[src/blb_pkg.sv]
package blb_pkg;

  localparam int NUM_SLOTS    = 16;
  localparam int MAX_CAPACITY = 16;

  localparam int SLOT_W = 5;
  localparam int CNT_W  = 5;
  localparam int WORD_W = 32;
  localparam int SIDX_W = (NUM_SLOTS > 1) ? $clog2(NUM_SLOTS) : 1;
  localparam int IDX_W  = (MAX_CAPACITY > 1) ? $clog2(MAX_CAPACITY) : 1;
  localparam int DEPTH  = NUM_SLOTS * MAX_CAPACITY;
  localparam int ADDR_W = (DEPTH > 1) ? $clog2(DEPTH) : 1;

  // Command kinds
  localparam logic [2:0] K_CREATE   = 3'd0;
  localparam logic [2:0] K_APPEND   = 3'd1;
  localparam logic [2:0] K_DEL_LAST = 3'd2;
  localparam logic [2:0] K_DEL_VAL  = 3'd3;
  localparam logic [2:0] K_GROW     = 3'd4;
  localparam logic [2:0] K_READ     = 3'd5;
  localparam logic [2:0] K_SORT     = 3'd6;
  localparam logic [2:0] K_COUNT    = 3'd7;

  // Result status codes
  localparam logic [3:0] S_OK         = 4'd0;
  localparam logic [3:0] S_BAD_SLOT   = 4'd1;
  localparam logic [3:0] S_EXISTS     = 4'd2;
  localparam logic [3:0] S_BAD_SIZE   = 4'd3;
  localparam logic [3:0] S_NO_ROOM    = 4'd4;
  localparam logic [3:0] S_NONE       = 4'd5;
  localparam logic [3:0] S_FULL       = 4'd6;
  localparam logic [3:0] S_EMPTY      = 4'd7;
  localparam logic [3:0] S_NOT_FOUND  = 4'd8;
  localparam logic [3:0] S_BAD_GROWTH = 4'd9;

  typedef enum logic [3:0] {
    ST_IDLE, ST_CHECK,
    ST_DV_RD, ST_DV_CHK,
    ST_SH, ST_SH_RD, ST_SH_WR,
    ST_RD_RD, ST_RD_EMIT,
    ST_SO_RD, ST_SO_CHK, ST_SO_EMIT
  } state_t;

  typedef enum logic [2:0] {
    EM_CHECK, EM_WORD, EM_BEST, EM_NOTFOUND, EM_DEL_OK
  } emit_t;

  typedef struct packed {
    logic  load;
    logic  apply;
    logic  idx_clr;
    logic  idx_inc;
    logic  rd;
    logic  shift_wr;
    logic  cnt_dec;
    logic  sort_init;
    logic  best_clr;
    logic  best_upd;
    logic  prev_take;
    logic  emit;
    emit_t sel;
  } cmd_t;

  typedef struct packed {
    logic [2:0] kind;
    logic       chk_final;
    logic       idx_last;
    logic       k_last;
    logic       match;
    logic       out_free;
  } sts_t;

endpackage

[src/blb_ctrl.sv]
module blb_ctrl (
  input  logic          clk,
  input  logic          rst_n,
  input  logic          in_valid,
  output logic          in_ready,
  input  blb_pkg::sts_t sts,
  output blb_pkg::cmd_t cmd
);
  import blb_pkg::*;

  state_t state_r, state_nxt;

  // State register
  always_ff @(posedge clk) begin
    if (!rst_n) begin
      state_r <= ST_IDLE;
    end else begin
      state_r <= state_nxt;
    end
  end

  // Next state and commands
  always_comb begin
    state_nxt = state_r;
    cmd       = '0;
    cmd.sel   = EM_CHECK;
    in_ready  = 1'b0;
    case (state_r)
      ST_IDLE: begin
        in_ready = 1'b1;
        if (in_valid) begin
          cmd.load  = 1'b1;
          state_nxt = ST_CHECK;
        end
      end
      ST_CHECK: begin
        if (sts.chk_final) begin
          if (sts.out_free) begin
            cmd.apply = 1'b1;
            cmd.emit  = 1'b1;
            cmd.sel   = EM_CHECK;
            state_nxt = ST_IDLE;
          end
        end else begin
          cmd.idx_clr = 1'b1;
          case (sts.kind)
            K_DEL_VAL: state_nxt = ST_DV_RD;
            K_READ:    state_nxt = ST_RD_RD;
            default: begin
              cmd.sort_init = 1'b1;
              cmd.best_clr  = 1'b1;
              state_nxt     = ST_SO_RD;
            end
          endcase
        end
      end
      // Search for the first matching word
      ST_DV_RD: begin
        cmd.rd    = 1'b1;
        state_nxt = ST_DV_CHK;
      end
      ST_DV_CHK: begin
        if (sts.match) begin
          state_nxt = ST_SH;
        end else if (!sts.idx_last) begin
          cmd.idx_inc = 1'b1;
          state_nxt   = ST_DV_RD;
        end else if (sts.out_free) begin
          cmd.emit  = 1'b1;
          cmd.sel   = EM_NOTFOUND;
          state_nxt = ST_IDLE;
        end
      end
      // Shift later words down by one
      ST_SH: begin
        if (!sts.idx_last) begin
          cmd.idx_inc = 1'b1;
          state_nxt   = ST_SH_RD;
        end else if (sts.out_free) begin
          cmd.cnt_dec = 1'b1;
          cmd.emit    = 1'b1;
          cmd.sel     = EM_DEL_OK;
          state_nxt   = ST_IDLE;
        end
      end
      ST_SH_RD: begin
        cmd.rd    = 1'b1;
        state_nxt = ST_SH_WR;
      end
      ST_SH_WR: begin
        cmd.shift_wr = 1'b1;
        state_nxt    = ST_SH;
      end
      // Stored-order readout
      ST_RD_RD: begin
        cmd.rd    = 1'b1;
        state_nxt = ST_RD_EMIT;
      end
      ST_RD_EMIT: begin
        if (sts.out_free) begin
          cmd.emit = 1'b1;
          cmd.sel  = EM_WORD;
          if (sts.idx_last) begin
            state_nxt = ST_IDLE;
          end else begin
            cmd.idx_inc = 1'b1;
            state_nxt   = ST_RD_RD;
          end
        end
      end
      // Ascending readout: one full scan per result
      ST_SO_RD: begin
        cmd.rd    = 1'b1;
        state_nxt = ST_SO_CHK;
      end
      ST_SO_CHK: begin
        cmd.best_upd = 1'b1;
        if (sts.idx_last) begin
          state_nxt = ST_SO_EMIT;
        end else begin
          cmd.idx_inc = 1'b1;
          state_nxt   = ST_SO_RD;
        end
      end
      ST_SO_EMIT: begin
        if (sts.out_free) begin
          cmd.emit = 1'b1;
          cmd.sel  = EM_BEST;
          if (sts.k_last) begin
            state_nxt = ST_IDLE;
          end else begin
            cmd.prev_take = 1'b1;
            cmd.best_clr  = 1'b1;
            cmd.idx_clr   = 1'b1;
            state_nxt     = ST_SO_RD;
          end
        end
      end
      default: state_nxt = ST_IDLE;
    endcase
  end

endmodule

[config.mk]
export PLATFORM = sky130hd
export DESIGN_NAME = blb_ctrl
export DESIGN_NICKNAME = d
export VERILOG_FILES = /design/src/blb_pkg.sv /design/src/blb_ctrl.sv
export SDC_FILE = /design/constraint.sdc
export NUM_CORES = 1
export LEC_CHECK = 0
export BUFFER_PORTS_ARGS = -buffer_cell sky130_fd_sc_hd__buf_2
export CAP_MARGIN = 20
export CORE_ASPECT_RATIO = 1.1
export CORE_MARGIN = 2
export CORE_UTILIZATION = 48
export DETAILED_ROUTE_END_ITERATION = 12
export PLACE_DENSITY = 0.79
export SETUP_SLACK_MARGIN = 0.4
export SLEW_MARGIN = 20
export SYNTH_ARGS = -nofsm -noshare
export SYNTH_HDL_FRONTEND = slang
export SYNTH_SLANG_ARGS = --single-unit
[constraint.sdc]
create_clock -name clk -period 1.8 [get_ports clk]
set_input_delay 0.36 -clock clk [delete_from_list [all_inputs] [get_ports clk]]
set_output_delay 0.36 -clock clk [all_outputs]
set_load 0.1 [all_outputs]
==> flow_metrics.tcl, run 1 <==
set metrics [dict create \
    yosys-top-cells-area "dfxtp_1, nor2b_1, a21oi_1, nor3_1, o21ai_0" \
    dp_hpwl_um 2750 \
    core.rowCount 14 \
    synth-edff-count 0 \
    clockBufferDepth 2 \
    synth_cells 106 \
    synthArstFlopShare 0 \
    cts-resized-gates 49 \
    ios 27 \
    gp_congestion 0.930 \
    synth-seq-cells 4 \
    synth-seq-area-share 0.113 \
    synth_ff_type "dfxtp_1" \
    error "[ERROR DPL-0038] Utilization greater than 100%, impossible to legalize" \
    holdBufCountCts 0 \
    outcome "stopped before the end" \
    cts_buffers 3 \
    cts_max_level 1 \
    synth_area_um2 706 \
    cts_sinks 4 \
    cts_setup_buffers 17 \
    portBuffers 26 \
    die_x_um 40.6 \
    synth_fp_nets 117 \
    die_h_um 44.2 \
    cts_root_buf "clkbuf_4" \
    yosysTopAreaCell "dfxtp_1" \
    haltStage "4_1_cts" \
    post_synth.cell_area_avg_um2 6.66 \
    synth_top_area_frac 0.113 \
    synth.distinct_cells 41 \
    start_util 0.516 \
    ys_warn_count 0 \
]
==> logic make-up after synthesis <==
logic type,Yosys count,synth area share
DFF,4,0.113
muxes,1,0.0142
AOI/OAI and AO/OA,31,0.310
xor gates and xnor gates,2,0.0248
buffers and inverters,17,0.126
and+or+nand+nor,51,0.411
==> synth_stat cells, types with 2 or more instances <==
cell type / instances
a211oi_2: 2
a21o_1: 2
a21oi_1: 6
a31oi_1: 2
and3_1: 2
buf_2: 5
buf_4: 3
dfxtp_1: 4
inv_1: 7
nand2_1: 8
nand2b_1: 2
nand3_1: 4
nor2_1: 7
nor2b_1: 7
nor3_1: 6
nor3b_1: 2
o211ai_1: 2
o21a_1: 3
o21ai_0: 6
o32a_1: 3
or3b_1: 2
xnor2_1: 2
==> per-stage QoR <==
stage | setup TNS, ns | hold slack, ns | setup slack, ns | instances | instance area [µm²]
after global placement | 0 | 0.642 | 0.0293 | 154 | 1330
after floorplan | -1.62 | 0.504 | -0.766 | 106 | 908
after detailed placement | -0.299 | 0.674 | -0.101 | 154 | 1330
==> run 2, diff against run 1 <==
--- a/config.mk
+++ b/config.mk
@@ -7,12 +7,10 @@
 export LEC_CHECK = 0
 export BUFFER_PORTS_ARGS = -buffer_cell sky130_fd_sc_hd__buf_2
 export CAP_MARGIN = 20
-export CORE_ASPECT_RATIO = 1.1
-export CORE_MARGIN = 2
-export CORE_UTILIZATION = 48
+export CORE_AREA = 2 2 63 65
 export DETAILED_ROUTE_END_ITERATION = 12
-export PLACE_DENSITY = 0.79
-export SETUP_SLACK_MARGIN = 0.4
+export DIE_AREA = 0 0 65 67
+export PLACE_DENSITY_LB_ADDON = 0.15
 export SLEW_MARGIN = 20
 export SYNTH_ARGS = -nofsm -noshare
 export SYNTH_HDL_FRONTEND = slang
==> flow_metrics.tcl, run 2 <==
set metrics [dict create \
    cts_buffers 3 \
    synth_top_family_by_area "simple AND/OR/NAND/NOR gates" \
    fin_area_um2 1500 \
    max_freq_mhz 537 \
    yosys-top-cells-area "dfxtp_1, nor2b_1, a21oi_1, nor3_1, o21ai_0" \
    rsz0062_at_grt "yes" \
    synth_cells 106 \
    rr_startpoint "state_r[1]$_SDFFE_PN0P_" \
    die_x_um 65 \
    drv_cap 0 \
    drv_slew 0 \
    synthArstFlopShare 0 \
    synth-seq-area-share 0.113 \
    diodes 0 \
    via_per_inst 4.66 \
    overflow 0 \
    top_regs "state_r x4" \
    cpMaxStageDelayCell "or3b_1" \
    initialDrtViolationCount 18 \
    start_util 0.196 \
    cp-end-kind "output port" \
    synthXorXnorAreaFrac 0.0248 \
    vias 909 \
    gr-usage-all-layers 0.120 \
    core.rowCount 22 \
    num-fill-cells 357 \
    synth.distinct_cells 41 \
    crit_required_ns 1.44 \
    min_period_ns 1.86 \
    grtUsageMet1 0.152 \
    grt.busiest_layer "met2" \
    yosysMostFrequentCell "nand2_1" \
    stdcell_count 195 \
    clkTransAtPathRegs_ns 0.03 \
    die_h_um 67 \
    drive_above_1_share 0.571 \
    drcViolationCount 0 \
    fp.dieArea_um2 4360 \
    worst_slew_pin_slew_ns 0.280 \
    reg2reg_depth 6 \
    total_leakage_power_nw 0.583 \
    cts_max_level 1 \
    grt_pass1_wl_um 4170 \
    antenna_found_initial 0 \
    holdBufCountCts 0 \
    cts_root_buf "clkbuf_8" \
    yosysTopAreaCell "dfxtp_1" \
    dp_hpwl_um 1900 \
    synth_top_area_frac 0.113 \
    grt_start_max_net_pins 23 \
    final.setup.tns_ns -0.110 \
    largest-register "state_r" \
    wl_um 2400 \
    r2r-end "state_r[3]$_SDFFE_PN0P_" \
    clock_skew_ns 0.00344 \
    synth_ff_type "dfxtp_1" \
    finalWorstSetupSlack_ns -0.0632 \
    synth_compound_area_frac 0.310 \
    final_common_cell "buf_4" \
    largest_reg_flops 4 \
    yosys-top-cells-count "nand2_1, inv_1, nor2_1, nor2b_1" \
    cts_tree "done" \
    finalHoldViolations 0 \
    multi_input_area_um2 712 \
    met2_usage 0.223 \
    gp_congestion 0.817 \
    min_path_type "in -> reg" \
    p_total_mw 0.810 \
    crit_start "state_r[3]$_SDFFE_PN0P_" \
    ys_warn_count 0 \
    ff_latch_area_um2 90.1 \
    clk_latency_ns 0.21 \
    reg2reg_slack_ns 0.24 \
    cp_max_fo 7 \
    wl_per_cell_um 12.3 \
    hold_start "rst_n" \
    drtAntennaViolNets 0 \
    crit_end "cmd[3]" \
    failed_checks "setup timing" \
    outcome "complete, but fails checks" \
    synth_mux_area_frac 0.0142 \
    use_met3 0.0135 \
    path_class "reg -> out" \
    synth-edff-count 0 \
    post_synth.cell_area_avg_um2 6.66 \
    cp_cell_sequence "or3b_1 > a31oi_1 > o21a_4 > buf_12" \
    final_cell_mix "buf_4, buf_12, buf_2" \
    synth-seq-cells 4 \
    grt_pass1_vias 926 \
    synth_fa_ha_area_frac 0 \
    setup_viol 5 \
    final_util 0.415 \
    area_growth_pct 112 \
    powerDensity_nw_per_um2 542 \
    dr.pass1.iters 4 \
    place_area_um2 1340 \
    slew_headroom 0.811 \
    cp_slowest_stage_delay_ns 0.40 \
    portBuffers 26 \
    dp.cells 186 \
    finalNetCount 160 \
    clockBufferDepth 2 \
    critPathLaunchType "flop" \
    arrival_ns 1.50 \
    synth_area_um2 706 \
    cts_sinks 4 \
    ir_worst_vdd_uv 238 \
    ios 27 \
    core_area_um2 3610 \
    synth_fp_nets 117 \
    holdPathStages 3 \
    min_period_over_period 1.04 \
    synthSimpleGateAreaFrac 0.411 \
]
==> run 2: cell counts after synthesis <==
No cell type changed its count.
==> run 2: how the worst min path moves through the flow <==
stage | endpoint | slack (ns)
after global routing | state_r[3]$_SDFFE_PN0P_ | 0.46
final | state_r[3]$_SDFFE_PN0P_ | 0.44
after detailed placement | state_r[2]$_SDFFE_PN0P_ | 0.66
after global placement | state_r[2]$_SDFFE_PN0P_ | 0.66
after CTS | state_r[3]$_SDFFE_PN0P_ | 0.44
after floorplan | state_r[2]$_SDFFE_PN0P_ | 0.50
==> run 2: critical path: cells and delay by family (launching register included) <==
family	cells	cell delay [ns]
compound gates	2	0.37
buf+inv	1	0.16
flops	1	0.37
simple gates	1	0.40
==> run 2: metal layers <==
metal / share of wire / up-vias
met5: 0 / -
met4: 0 / 0
li1: - / 466
met1: 0.45 / 424
met3: 0.049 / 0
met2: 0.50 / 19
==> run 2: cell type report <==
cell class	instances	area share
timing repair buffer	48	0.376
tap	48	0.0402
clock buffer	3	0.0276
sequential	4	0.0603
multi-input combinational	85	0.476
inverter	7	0.0201
==> run 2: kinds of logic (layout without fill, tap and decap cells) <==
| group | after synthesis | after routing |
|---|---|---|
| XOR/XNOR | 2 | 2 |
| buffers and inverters | 17 | 58 |
| flip-flops | 4 | 4 |
| AO/OA/AOI/OAI | 31 | 31 |
| AND/OR/NAND/NOR | 51 | 51 |
| multiplexers | 1 | 1 |
==> run 2: metrics by stage <==
step | setup WS, ns | hold WS, ns
floorplan | -0.766 | 0.504
global placement | -0.0165 | 0.660
detailed placement | -0.0265 | 0.661
CTS | -0.0706 | 0.442
global route | -0.112 | 0.461
finish | -0.0632 | 0.444
==> run 2: report_power, final <==
group          leakage [nW]  switching [mW]  internal [mW]
clock                0.0216          0.0389          0.142
combinational         0.526           0.310          0.214
sequential           0.0349         0.00945         0.0955
==> run 2: timing repair <==
action                     in CTS  in global routing
resized for setup              15                  6
cloned                          0                  0
buffers inserted                3                  3
pin swaps                       8                  1
setup endpoints to repair      13                 11
(Power assumes the default switching activity.)
==> run 3, diff against run 2 <==
--- a/config.mk
+++ b/config.mk
@@ -11,6 +11,7 @@
 export DETAILED_ROUTE_END_ITERATION = 12
 export DIE_AREA = 0 0 65 67
 export PLACE_DENSITY_LB_ADDON = 0.15
+export SETUP_SLACK_MARGIN = 0.05
 export SLEW_MARGIN = 20
 export SYNTH_ARGS = -nofsm -noshare
 export SYNTH_HDL_FRONTEND = slang
==> flow_metrics.tcl, run 3 (synthesized netlist as in run 2, its figures left out) <==
set metrics [dict create \
    path_class "reg -> out" \
    top_regs "state_r x4" \
    stdcell_count 213 \
    grt_start_max_net_pins 23 \
    critPathTopFamily "simple AND/OR/NAND/NOR gates" \
    clkTransAtPathRegs_ns 0.04 \
    dr.pass1.iters 4 \
    cts_root_buf "clkbuf_8" \
    failed_checks "setup timing" \
    clock_skew_ns 0.0104 \
    worst_slew_pin_slew_ns 0.309 \
    min_path_type "in -> reg" \
    start_util 0.196 \
    cpMaxStageDelayCell "or3b_4" \
    grt_pass1_wl_um 4620 \
    powerDensity_nw_per_um2 531 \
    rr_startpoint "state_r[1]$_SDFFE_PN0P_" \
    gr-usage-all-layers 0.135 \
    crit_required_ns 1.44 \
    initialDrtViolationCount 29 \
    critPathLaunchType "flop" \
    hold_end "state_r[1]$_SDFFE_PN0P_" \
    grt_pass1_vias 964 \
    ios 27 \
    cp_cell_sequence "buf_12 > or3b_4 > a31oi_4 > o21a_4 > buf_12" \
    setup_viol 12 \
    drcViolationCount 0 \
    largest_reg_flops 4 \
    via_per_inst 4.90 \
    dp_hpwl_um 1990 \
    min_period_over_period 1.08 \
    finalHoldViolations 0 \
    cp_slowest_stage_delay_ns 0.40 \
    holdBufCountCts 0 \
    final_cell_mix "buf_4, buf_12, buf_2, buf_6" \
    largest-register "state_r" \
    finalWorstSetupSlack_ns -0.137 \
    clockBufferDepth 2 \
    ir_worst_vdd_uv 266 \
    overflow 0 \
    final.setup.tns_ns -0.726 \
    core.rowCount 22 \
    min_period_ns 1.94 \
    die_h_um 67 \
    outcome "complete, but fails checks" \
    rsz0062_at_grt "yes" \
    finalNetCount 178 \
    drv_slew 0 \
    cp-end-kind "output port" \
    clk_latency_ns 0.22 \
    place_area_um2 1370 \
    arrival_ns 1.58 \
    total_leakage_power_nw 0.718 \
    reg2reg_depth 7 \
    portBuffers 26 \
    worst_hold_slack_ns 0.439 \
    drv_cap 0 \
    fin_area_um2 1790 \
    wl_um 2950 \
    num-fill-cells 325 \
    gp_congestion 0.804 \
    vias 1043 \
    reg2reg_slack_ns 0.10 \
    area_growth_pct 153 \
    die_x_um 65 \
    drive_above_1_share 0.673 \
    cts_tree "done" \
    dp.cells 187 \
    fp.dieArea_um2 4360 \
    cp_max_fo 6 \
    cts_max_level 1 \
    final_common_cell "buf_4" \
    multi_input_area_um2 776 \
    antenna_found_initial 0 \
    core_area_um2 3610 \
    ff_latch_area_um2 92.6 \
    crit_buf_inv 2 \
    slew_headroom 0.794 \
    critPathMostFrequentCell "buf_12" \
    max_freq_mhz 516 \
    r2r-end "state_r[3]$_SDFFE_PN0P_" \
    p_total_mw 0.947 \
    drtAntennaViolNets 0 \
    wl_per_cell_um 13.9 \
    holdPathStages 3 \
    cts_sinks 4 \
    hold_start "rst_n" \
    cts_buffers 3 \
    diodes 0 \
]
==> run 3: cell count changes in the layout (fill, tap and decap cells not counted), sizes merged <==
| cell | previous run | this run |
|---|---|---|
| buf | 48 | 65 |
| clkbuf | 3 | 4 |
==> run 3: how the worst max path moves through the flow <==
stage | startpoint | endpoint | slack [ns] | cells past startpoint
after floorplan | state_r[2]$_SDFFE_PN0P_ | cmd[14] | -0.77 | 4
after global placement | state_r[3]$_SDFFE_PN0P_ | cmd[3] | 0.005 | 5
after detailed placement | state_r[3]$_SDFFE_PN0P_ | cmd[3] | -0.02 | 5
after CTS | state_r[1]$_SDFFE_PN0P_ | cmd[3] | -0.15 | 5
after global routing | state_r[1]$_SDFFE_PN0P_ | cmd[3] | -0.16 | 5
final | state_r[1]$_SDFFE_PN0P_ | cmd[3] | -0.14 | 5
==> run 3: timing repair <==
item / CTS / global route
setup endpoints to repair: 17 / 16
buffers inserted: 12 / 10
gates resized for setup: 34 / 16
gates cloned: 0 / 1
pin swaps: 14 / 10
==> run 3: cell type report <==
cell class | instances | area share
flip-flops and latches | 4 | 0.0519
multi-input cells | 85 | 0.434
inverters | 7 | 0.0182
well taps | 48 | 0.0336
clock buffers | 3 | 0.0231
repair buffers | 66 | 0.439
==> run 3: report_power, final <==
part	internal, mW	switching (mW)	total, mW
Combinational	0.298	0.348	0.647
Sequential	0.0943	0.00980	0.104
Clock	0.143	0.0534	0.197
Total	0.536	0.412	0.947
==> run 3: worst register-to-register path: stages (launching register included) <==
cell	delay (ns)
dfxtp_4	0.35
buf_12	0.14
buf_12	0.13
buf_4	0.13
or3b_1	0.37
a21o_1	0.20
and3_1	0.19
o21ai_2	0.10
==> run 3: layer usage <==
metal / track usage / part of all wire
met5: 0 / 0
met4: 0.0160 / 0.0027
met3: 0.0236 / 0.039
met2: 0.231 / 0.53
met1: 0.181 / 0.43
==> run 3: stage by stage <==
| step | utilization | worst slack [ns] |
|---|---|---|
| after floorplan | - | -0.766 |
| after CTS | 0.452 | -0.146 |
| after global routing | 0.495 | -0.163 |
| after global placement | 0.379 | 0.00527 |
| after detailed placement | 0.379 | -0.0234 |
| final | 0.495 | -0.137 |
